File: src/hw/rtl/rcag_pkg.sv
// Package for the Ricart-Agrawala node core: sizes, operation and result codes,
// and the word type passed from the front queue to the back end.
// No dependencies.
package rcag_pkg;

   localparam int NODES   = 16;
   localparam int NODE_W  = 4;     // bits of a node id, log2 of NODES
   localparam int SEQ_W   = 16;    // sequence number width
   localparam int OUTST_W = 4;     // holds NODES-1
   localparam logic [SEQ_W-1:0] SEQ_MAX = {SEQ_W{1'b1}};
   localparam logic [OUTST_W-1:0] OUTST_LOAD = OUTST_W'(NODES - 1);

   // input operations
   typedef enum logic [1:0] {
      OP_LOCAL_REQ  = 2'd0,
      OP_REMOTE_REQ = 2'd1,
      OP_REMOTE_REP = 2'd2,
      OP_RELEASE    = 2'd3
   } op_type;

   // result kinds
   typedef enum logic [1:0] {
      KIND_BCAST = 2'd0,
      KIND_REPLY = 2'd1,
      KIND_GRANT = 2'd2
   } kind_type;

   // back end sequencer
   typedef enum logic {
      BK_IDLE = 1'b0,
      BK_SCAN = 1'b1
   } back_state_type;

   // one queued word, already decoded
   typedef struct packed {
      op_type              op;
      logic [SEQ_W-1:0]    seq;
      logic [NODE_W-1:0]   node;
   } item_type;

   // front to back handshake
   typedef struct packed {
      logic     valid;
      item_type item;
   } queue_head_type;

endpackage

File: src/hw/rtl/rcag_front.sv
// Front end of the Ricart-Agrawala node: accepts input words, decodes the
// operation and holds them in a two-entry queue for the back end. Uses rcag_pkg.
module rcag_front
   import rcag_pkg::*;
(
   input  logic           clock,
   input  logic           reset,
   input  logic           req_tvalid,
   output logic           req_tready,
   input  logic [1:0]     req_tuser,   // [1:0] op
   input  logic [23:0]    req_tdata,   // [15:0] req_seq, [19:16] req_node, [23:20] zero
   output queue_head_type head,
   input  logic           pop
);

   item_type   entry_ff [2];
   logic       wr_ptr_ff, wr_ptr_in;
   logic       rd_ptr_ff, rd_ptr_in;
   logic [1:0] count_ff, count_in;
   logic       push;
   item_type   new_item;

   // decode the incoming word
   always_comb begin
      new_item.op   = op_type'(req_tuser);
      new_item.seq  = req_tdata[SEQ_W-1:0];
      new_item.node = req_tdata[SEQ_W+NODE_W-1:SEQ_W];
   end

   assign req_tready = (count_ff != 2'd2);
   assign push       = req_tvalid && req_tready;
   assign head.valid = (count_ff != 2'd0);
   assign head.item  = entry_ff[rd_ptr_ff];

   // pointer and fill count
   always_comb begin
      wr_ptr_in = wr_ptr_ff ^ push;
      rd_ptr_in = rd_ptr_ff ^ pop;
      count_in  = count_ff + {1'b0, push} - {1'b0, pop};
   end

   always_ff @(posedge clock) begin
      if (reset) begin
         wr_ptr_ff <= 1'b0;
         rd_ptr_ff <= 1'b0;
         count_ff  <= 2'd0;
      end else begin
         wr_ptr_ff <= wr_ptr_in;
         rd_ptr_ff <= rd_ptr_in;
         count_ff  <= count_in;
      end
   end

   // queue storage
   always_ff @(posedge clock) begin
      if (push) begin
         entry_ff[wr_ptr_ff] <= new_item;
      end
   end

endmodule

File: src/hw/rtl/rcag_back.sv
// Back end of the Ricart-Agrawala node: protocol state, the deferred-node
// scan after a release, and the result output register. Uses rcag_pkg.
module rcag_back
   import rcag_pkg::*;
(
   input  logic              clock,
   input  logic              reset,
   input  logic [NODE_W-1:0] my_node_id,
   input  queue_head_type    head,
   output logic              pop,
   output logic              rsp_tvalid,
   input  logic              rsp_tready,
   output logic [1:0]        rsp_kind,
   output logic [SEQ_W-1:0]  rsp_seq,
   output logic [NODE_W-1:0] rsp_dest,
   output logic              rsp_last
);

   back_state_type     state_ff, state_in;
   logic               requesting_ff, requesting_in;
   logic [SEQ_W-1:0]   own_seq_ff, own_seq_in;
   logic [SEQ_W-1:0]   highest_ff, highest_in;
   logic [OUTST_W-1:0] outst_ff, outst_in;
   logic [NODES-1:0]   deferred_ff, deferred_in;
   logic [NODE_W-1:0]  scan_idx_ff, scan_idx_in;

   logic               out_valid_ff, out_valid_in;
   kind_type           out_kind_ff, out_kind_in;
   logic [SEQ_W-1:0]   out_seq_ff, out_seq_in;
   logic [NODE_W-1:0]  out_dest_ff, out_dest_in;
   logic               out_last_ff, out_last_in;

   logic               out_free;
   logic               load;
   logic               defer;
   logic [SEQ_W-1:0]   next_seq;
   logic [NODES-1:0]   later_mask;

   assign out_free = !out_valid_ff || rsp_tready;
   assign next_seq = (highest_ff == SEQ_MAX) ? SEQ_MAX : highest_ff + SEQ_W'(1);
   assign defer    = requesting_ff &&
                     ((head.item.seq > own_seq_ff) ||
                      ((head.item.seq == own_seq_ff) && (head.item.node > my_node_id)));

   // deferred nodes after the scan position that will still get a reply
   always_comb begin
      for (int j = 0; j < NODES; j++) begin
         later_mask[j] = deferred_ff[j] && (NODE_W'(j) > scan_idx_ff) &&
                         (NODE_W'(j) != my_node_id);
      end
   end

   // sequencer: execute queued words, then walk the deferred bits on release
   always_comb begin
      state_in      = state_ff;
      requesting_in = requesting_ff;
      own_seq_in    = own_seq_ff;
      highest_in    = highest_ff;
      outst_in      = outst_ff;
      deferred_in   = deferred_ff;
      scan_idx_in   = scan_idx_ff;
      pop           = 1'b0;
      load          = 1'b0;
      out_kind_in   = out_kind_ff;
      out_seq_in    = out_seq_ff;
      out_dest_in   = out_dest_ff;
      out_last_in   = out_last_ff;
      case (state_ff)
         BK_IDLE: begin
            if (head.valid && out_free) begin
               pop = 1'b1;
               case (head.item.op)
                  OP_LOCAL_REQ: begin
                     requesting_in = 1'b1;
                     own_seq_in    = next_seq;
                     outst_in      = OUTST_LOAD;
                     load          = 1'b1;
                     out_kind_in   = KIND_BCAST;
                     out_seq_in    = next_seq;
                     out_dest_in   = my_node_id;
                     out_last_in   = 1'b1;
                  end
                  OP_REMOTE_REQ: begin
                     if (head.item.seq > highest_ff) begin
                        highest_in = head.item.seq;
                     end
                     if (defer && (head.item.node != my_node_id) &&
                         (32'(head.item.node) < NODES)) begin
                        deferred_in[head.item.node] = 1'b1;
                     end else begin
                        load        = 1'b1;
                        out_kind_in = KIND_REPLY;
                        out_seq_in  = '0;
                        out_dest_in = head.item.node;
                        out_last_in = 1'b1;
                     end
                  end
                  OP_REMOTE_REP: begin
                     if (requesting_ff && (outst_ff != '0)) begin
                        outst_in = outst_ff - OUTST_W'(1);
                        if (outst_ff == OUTST_W'(1)) begin
                           load        = 1'b1;
                           out_kind_in = KIND_GRANT;
                           out_seq_in  = '0;
                           out_dest_in = my_node_id;
                           out_last_in = 1'b1;
                        end
                     end
                  end
                  OP_RELEASE: begin
                     requesting_in = 1'b0;
                     scan_idx_in   = '0;
                     state_in      = BK_SCAN;
                  end
                  default: begin
                  end
               endcase
            end
         end
         BK_SCAN: begin
            if (out_free) begin
               if (deferred_ff[scan_idx_ff]) begin
                  deferred_in[scan_idx_ff] = 1'b0;
                  if (scan_idx_ff != my_node_id) begin
                     load        = 1'b1;
                     out_kind_in = KIND_REPLY;
                     out_seq_in  = '0;
                     out_dest_in = scan_idx_ff;
                     out_last_in = (later_mask == '0);
                  end
               end
               scan_idx_in = scan_idx_ff + NODE_W'(1);
               if (scan_idx_ff == NODE_W'(NODES - 1)) begin
                  state_in = BK_IDLE;
               end
            end
         end
         default: begin
            state_in = BK_IDLE;
         end
      endcase
      out_valid_in = load || (out_valid_ff && !rsp_tready);
   end

   // control state
   always_ff @(posedge clock) begin
      if (reset) begin
         state_ff      <= BK_IDLE;
         requesting_ff <= 1'b0;
         own_seq_ff    <= '0;
         highest_ff    <= '0;
         outst_ff      <= '0;
         deferred_ff   <= '0;
         scan_idx_ff   <= '0;
         out_valid_ff  <= 1'b0;
      end else begin
         state_ff      <= state_in;
         requesting_ff <= requesting_in;
         own_seq_ff    <= own_seq_in;
         highest_ff    <= highest_in;
         outst_ff      <= outst_in;
         deferred_ff   <= deferred_in;
         scan_idx_ff   <= scan_idx_in;
         out_valid_ff  <= out_valid_in;
      end
   end

   // result word register
   always_ff @(posedge clock) begin
      if (load) begin
         out_kind_ff <= out_kind_in;
         out_seq_ff  <= out_seq_in;
         out_dest_ff <= out_dest_in;
         out_last_ff <= out_last_in;
      end
   end

   assign rsp_tvalid = out_valid_ff;
   assign rsp_kind   = out_kind_ff;
   assign rsp_seq    = out_seq_ff;
   assign rsp_dest   = out_dest_ff;
   assign rsp_last   = out_last_ff;

endmodule

File: src/hw/rtl/ricart_agrawala_node_core.sv
// Top level of one Ricart-Agrawala mutual exclusion node: CSR port, front
// queue (rcag_front) and protocol back end (rcag_back). Uses rcag_pkg.
//
//   channel   dir   tdata / data                     tuser / other
//   req_      in    [15:0] req_seq, [19:16] req_node  [1:0] op
//   rsp_      out   [15:0] msg_seq, [19:16] dest_node [1:0] kind, tlast = last
//   csr_      in    0x0: my_node_id [3:0]             APB write/read, pready = 1
//
// The back end pops a local request, incoming request or reply and executes it
// when the result register is free. A release picks up the word, then walks
// the deferred bits one node per cycle; a stalled rsp_ holds the back end.
// Input words queue two deep, so the input side stalls only when that queue fills.
// Reset is synchronous and clears the control state, not queue or result data.
module ricart_agrawala_node_core
   import rcag_pkg::*;
(
   input  logic        clock,
   input  logic        reset,
   input  logic        req_tvalid,
   output logic        req_tready,
   input  logic [23:0] req_tdata,    // [15:0] req_seq, [19:16] req_node, [23:20] zero
   input  logic [1:0]  req_tuser,    // [1:0] op
   output logic        rsp_tvalid,
   input  logic        rsp_tready,
   output logic [23:0] rsp_tdata,    // [15:0] msg_seq, [19:16] dest_node, [23:20] zero
   output logic [1:0]  rsp_tuser,    // [1:0] kind
   output logic        rsp_tlast,
   input  logic        csr_psel,
   input  logic        csr_penable,
   input  logic        csr_pwrite,
   input  logic [2:0]  csr_paddr,
   input  logic [31:0] csr_pwdata,
   output logic [31:0] csr_prdata,
   output logic        csr_pready
);

   logic [NODE_W-1:0] my_node_id_ff;
   queue_head_type    head;
   logic              pop;
   logic [SEQ_W-1:0]  rsp_seq;
   logic [NODE_W-1:0] rsp_dest;

   // configuration register at word 0
   assign csr_pready = 1'b1;
   always_ff @(posedge clock) begin
      if (reset) begin
         my_node_id_ff <= '0;
      end else if (csr_psel && csr_penable && csr_pwrite && !csr_paddr[2]) begin
         my_node_id_ff <= csr_pwdata[NODE_W-1:0];
      end
   end
   assign csr_prdata = csr_paddr[2] ? 32'd0 : {{(32-NODE_W){1'b0}}, my_node_id_ff};

   rcag_front u_front (
      .clock      (clock),
      .reset      (reset),
      .req_tvalid (req_tvalid),
      .req_tready (req_tready),
      .req_tuser  (req_tuser),
      .req_tdata  (req_tdata),
      .head       (head),
      .pop        (pop)
   );

   rcag_back u_back (
      .clock      (clock),
      .reset      (reset),
      .my_node_id (my_node_id_ff),
      .head       (head),
      .pop        (pop),
      .rsp_tvalid (rsp_tvalid),
      .rsp_tready (rsp_tready),
      .rsp_kind   (rsp_tuser),
      .rsp_seq    (rsp_seq),
      .rsp_dest   (rsp_dest),
      .rsp_last   (rsp_tlast)
   );

   assign rsp_tdata = {4'd0, rsp_dest, rsp_seq};

endmodule

File: config.mk
export PLATFORM = sky130hd
export DESIGN_NAME = ricart_agrawala_node_core
export DESIGN_NICKNAME = d
export VERILOG_FILES = /design/src/hw/rtl/rcag_pkg.sv /design/src/hw/rtl/rcag_front.sv /design/src/hw/rtl/rcag_back.sv /design/src/hw/rtl/ricart_agrawala_node_core.sv
export SDC_FILE = /design/constraint.sdc
export NUM_CORES = 1
export LEC_CHECK = 0
export BUFFER_PORTS_ARGS = -buffer_cell sky130_fd_sc_hd__buf_2
export CORE_ASPECT_RATIO = 2
export CORE_UTILIZATION = 57
export CTS_CLUSTER_SIZE = 20
export DETAILED_ROUTE_END_ITERATION = 16
export GPL_TIMING_DRIVEN = 1
export PLACE_DENSITY = 0.81
export SETUP_SLACK_MARGIN = 0.3
export SKIP_CTS_REPAIR_TIMING = 1
export SYNTH_ARGS = -nofsm -noshare
export SYNTH_HDL_FRONTEND = slang
export SYNTH_HIERARCHICAL = 1
export SYNTH_SLANG_ARGS = --single-unit
File: constraint.sdc
create_clock -name clock -period 4.7 [get_ports clock]
set_input_delay 0.94 -clock clock [delete_from_list [all_inputs] [get_ports clock]]
set_output_delay 0.94 -clock clock [all_outputs]
set_load 0.02 [all_outputs]
# --- Word-level counts from Yosys, hierarchy flattened ---
# Memories as Yosys holds them, arrays and structs flattened. A register that Yosys moved wholly into a read port is not among the register bits.
# Index checks and enable logic that the tools add are counted.
classes:
  n_addsub: 5
  n_lt_le_gt_ge: 23
  n_eq_ne: 37
  n_mux: 76
  n_bitwise: 6
  n_reduce_logical: 64
op_table:
  columns: ["operator", "count"]
  rows:
  - ["16-bit two-way mux", 13]
  - ["16-bit case mux with 2 select lines", 2]
  - ["4-bit two-way mux", 12]
  - ["16-bit case mux with 3 select lines", 1]
  - ["1-bit logical AND", 44]
  - ["16-bit > comparator", 2]
  - ["4-bit > comparator, first input constant", 8]
  - ["4-bit inequality test, first input constant", 8]
  - ["1-bit two-way mux", 26]
  - ["4-bit case mux with 2 select lines", 3]
  - ["16-bit by 1-bit adder with 16-bit output, second input constant", 1]
  - ["16-bit bitwise AND", 1]
  - ["16-bit == test", 1]
  - ["16-bit == test, second input constant", 1]
  - ["3-bit by 4-bit > comparator with 1-bit output, first input constant", 4]
  - ["16-bit zero test", 1]
  - ["3-bit by 4-bit inequality test with 1-bit output, first input constant", 4]
  - ["16-bit NOT", 1]
  - ["16-bit OR", 1]
  - ["2-bit two-way mux", 7]
  - ["2-bit inequality test, second input constant", 6]
  - ["4-bit case mux with 3 select lines", 1]
  - ["4-bit by 5-bit < comparator with 1-bit output, second input constant", 2]
  - ["3-bit AND reduction", 3]
  - ["other kinds (35)", 58]
totals:
  regBits: 90
  ramBits: 44
  in_bits: 68
  out_inout_bits: 62
  elab_cells: 228
  mem_count: 1
memory_table:
  columns: ["name", "words", "word_bits", "rd", "rd_clocked_by_memory_dff", "wr", "line_no", "source"]
  rows:
  - ["u_front.entry_ff", 2, 22, 1, 1, 1, "rcag_front.sv:16", "item_type entry_ff [2];"]

# --- Depth between registers and ports, before layout ---
depth:
  depth_word: 10
  ltp_mapped: 12
  mapped_depth_nobuf: 9

# --- By module ---
# The synthesis kept the hierarchy.
by_module_without_submodules:
  columns: ["mod", "n_inst", "cells_per_inst", "area_each_um2", "seq_area_each_um2"]
  rows:
  - ["rcag_back", 1, 626, 5327.6, 1871.8]
  - ["rcag_front", 1, 91, 1793.0, 1401.3]
  - ["ricart_agrawala_node_core", 1, 57, 481.7, 80.1]

# --- Least setup slack after synthesis ---
# Ideal clock, no wire load.
synth_timing:
  path_kind: "register -> register"
  startpoint: "register u_front/rd_ptr_ff (netlist name)"
  endpoint: "register u_back.out_dest_ff[0], in the netlist u_back/rsp_dest[0], enable pin"
  setup_ns: 0.411
  arrival_time_ns: 3.826
  t_required_ns: 4.289
  setup_slack_ns: 0.464
  path_stages_with_launch: 10
  path_buffers: 1
  period_less_slack_ns: 4.236
  cell_sequence: "dfxtp_1 buf_4 mux2_1 ha_1 a21o_1 a221o_1 a211oi_2 a2111oi_1 or4_1 a21oi_1"
synth_rtl:
  columns: ["item", "line_no", "source"]
  rows:
  - ["end signal: assignment", "rcag_back.sv:173", "out_dest_ff <= out_dest_in;"]
  - ["end: declaration", "rcag_back.sv:30", "logic [NODE_W-1:0] out_dest_ff, out_dest_in;"]

==> run metrics <==
family with the most delay on the worst path compound AO/OA/AOI/OAI gates; drt pass-1 iters 7; sequential cell area fraction in the yosys report roughly 44%; final hold viol count 0; Cell variety after synth between 70 and 80; Max Root-Sink Buffers 2; CTS buffer count 17; via count slightly above 6000; Core Region between 10000 and 15000 um^2; Finished Layout Cells 993; CTS clk-pin slew, worst paths around 60 ps; peak supply drop between 400 and 500 uV; I/O pin count 130; Remaining Overflow, GRT 0; fmax around 250 MHz; CTS root buffer clkbuf_16; Synth area leaders edfxtp_1 (26%), dfxtp_1 (18%), ha_1 (8.1%), buf_4 (3.7%), nand2_1 (3.6%); Pleak between 3 and 4 nW; first-pass GRT wire length about 30 mm; Slowest Stage Delay on Critical Path 650 ps; largest fanout on the critical path 23; synth warn 6; Die Ht 165.3 um; Synth top area share a little over a quarter; initial antenna violation count 0; Max-Cap Viols 0; CP Cell Sequence buf_4, mux2_1, ha_1, and2_4, a221o_1, a211oi_2, a2111oi_1, or4_1, a21oi_2, buf_4; Critical Path RT 4790 ps; number of buffers added on ports 62; clk sinks 134; Synth Register Bits 134; Crit path depth 10; slowest CP cell dfxtp_1; Slew Limit Fails 0; Syn Inst Count around 770; Finish-stage setup viols 0; asr flop ratio synth 0%; Clock Skew about 10 ps; DR iter-0 viols 395; largest net degree at the start of global routing between 50 and 60; number of synthesized flops with an enable pin 67; Post-Syn Area about 7600 um^2; post-DR vias/cell a little over 6; H-tree Lvls 4; CTS tree done; die width between 80 and 90 um; Pwr Total just over 0.004 W; most frequent cells in the layout nand2_1 (73), dfxtp_1 (67), edfxtp_1 (67); Slew @ Worst Pin around 1100 ps; hold path cells 2; Mapped Avg Cell Area 9.822 um^2; row cnt 59; fin crit share a little over four fifths; prevailing post-synth register cell edfxtp_1; commonest non-fill, non-tap cell in the layout nand2_1; Slew HR between 20% and 30%; Crit Path Class reg2reg; min Tclk post-route approximately 3900 ps; antenna cell count 0; Reg2Reg Depth 10; Starting Density between 50% and 60%; CP endpoint kind flop; cell taking the most area after synthesis edfxtp_1; drc violations 0; vias in the first global route between 5000 and 6000; gr usage total between 20 and 30%; min-delay worst type reg2reg; outcome complete, no violations; unrepaired setup endpoints after global routing false; Skew-Pair Late Insertion Delay approximately 420 ps; routed len/inst slightly below 20 um; worst path bufs/invs 2; Worst EP arrival approximately 4000 ps; placed cells approximately 960; Final #Nets between 900 and 1000; Routed WL 19.52 mm; DIE AREA roughly 14000 um^2; Power Density approximately 480 nW/um^2; Post-DP HPWL between 10 and 15 mm; Final ANT Viol Nets 0; Area growth syn-to-layout 12.03%; share of layout cells above drive strength 1 between 15 and 20%; Top cell by count, worst path buf_4; Setup crit start kind flop; accumulated negative setup slack 0 ps; GP Congestion approximately 0.97
cell type report:
cell class / instances / area [um^2]
tap: 152 / 190.2
fill: 1025 / 4476
multi-input combinational: 543 / 3730
sequential: 134 / 3353
clock inverter: 14 / 192.7
inverter: 57 / 214.0
timing repair buffer: 75 / 407.9
clock buffer: 18 / 429.2
worst min-delay path: stages (launching register included):
cell	delay (ps)
dfxtp_1	310
nand2_1	60
a21oi_1	70
cells in the mapped netlist (all sizes together), types with 5 or more instances:
master  number
xnor2        9
and2         7
edfxtp      67
nor2        57
o22ai        5
dfxtp       67
nand4       16
nor3         9
a211oi      14
inv         55
and2b        5
o21ai       35
clkbuf      19
nor2b        7
and3         6
nand3       26
or3          7
ha          49
a21oi       33
buf         52
nand2b      19
mux2i       27
o211ai       8
o31ai        6
xor2         7
mux2        23
nand2       73
final timing paths:
check                          end                   from  slack [ps]
max             u_back/rsp_kind[0]      u_front/rd_ptr_ff         770
min          u_back/own_seq_ff[15]  u_back/own_seq_ff[15]         490
max reg2reg     u_back/rsp_kind[0]      u_front/rd_ptr_ff         770
min reg2reg  u_back/own_seq_ff[15]  u_back/own_seq_ff[15]         490
through the flow:
stage / utilization [%] / area, um^2 / hold slack, ps / worst slack (ps)
global placement: 60.77 / 7895 / 444.4 / 832.7
detailed placement: 60.77 / 7895 / 469.9 / 785.4
global route: 65.55 / 8517 / 496.3 / 608.5
CTS: 65.55 / 8517 / 478.7 / 766.3
floorplan: - / 7719 / 436.3 / 463.6
finish: 65.55 / 8517 / 486.6 / 766.0
sequential cells by signal, indices dropped and copies added (netlist names), 2 cells and up:
register and count:
u_back/scan_idx_ff 4, u_back/rsp_seq 16, u_back/rsp_dest 4, u_back/rsp_kind 2
my_node_id_ff 4, u_back/outst_ff 4, u_front/entry_ff 44, u_back/own_seq_ff 16
u_back/deferred_ff 16, u_front/count_ff 2, u_back/highest_ff 16
power breakdown:
| part | switching [W] | internal, W |
|---|---|---|
| clock | 0.000547 | 0.000851 |
| sequential | 0.000112 | 0.00140 |
| combinational | 0.000768 | 0.000447 |
| total | 0.00143 | 0.00270 |
layer usage:
metal | share of wire, % | GRT usage (%) | vias up
met3 | 3.8 | 5.318 | 117
met2 | 54 | 55.54 | 280
li1 | - | - | 2813
met4 | 9.8 | 26.19 | 0
met1 | 32 | 25.00 | 2843
met5 | 0 | 0 | -
logic make-up (layout without fill, tap and decap cells):
| family | after synthesis | in the layout | synth area share, % |
|---|---|---|---|
| buffers and inverters | 128 | 164 | 8.410 |
| adders and majority gates | 49 | 49 | 8.065 |
| DFF | 134 | 134 | 44.11 |
| AOI/OAI and AO/OA | 140 | 140 | 12.62 |
| and+or+nand+nor | 251 | 251 | 16.71 |
| other | 2 | 33 | 0.09879 |
| xor gates and xnor gates | 16 | 16 | 1.843 |
| muxes | 54 | 54 | 8.147 |
Power figures use the tool's default switching activity.
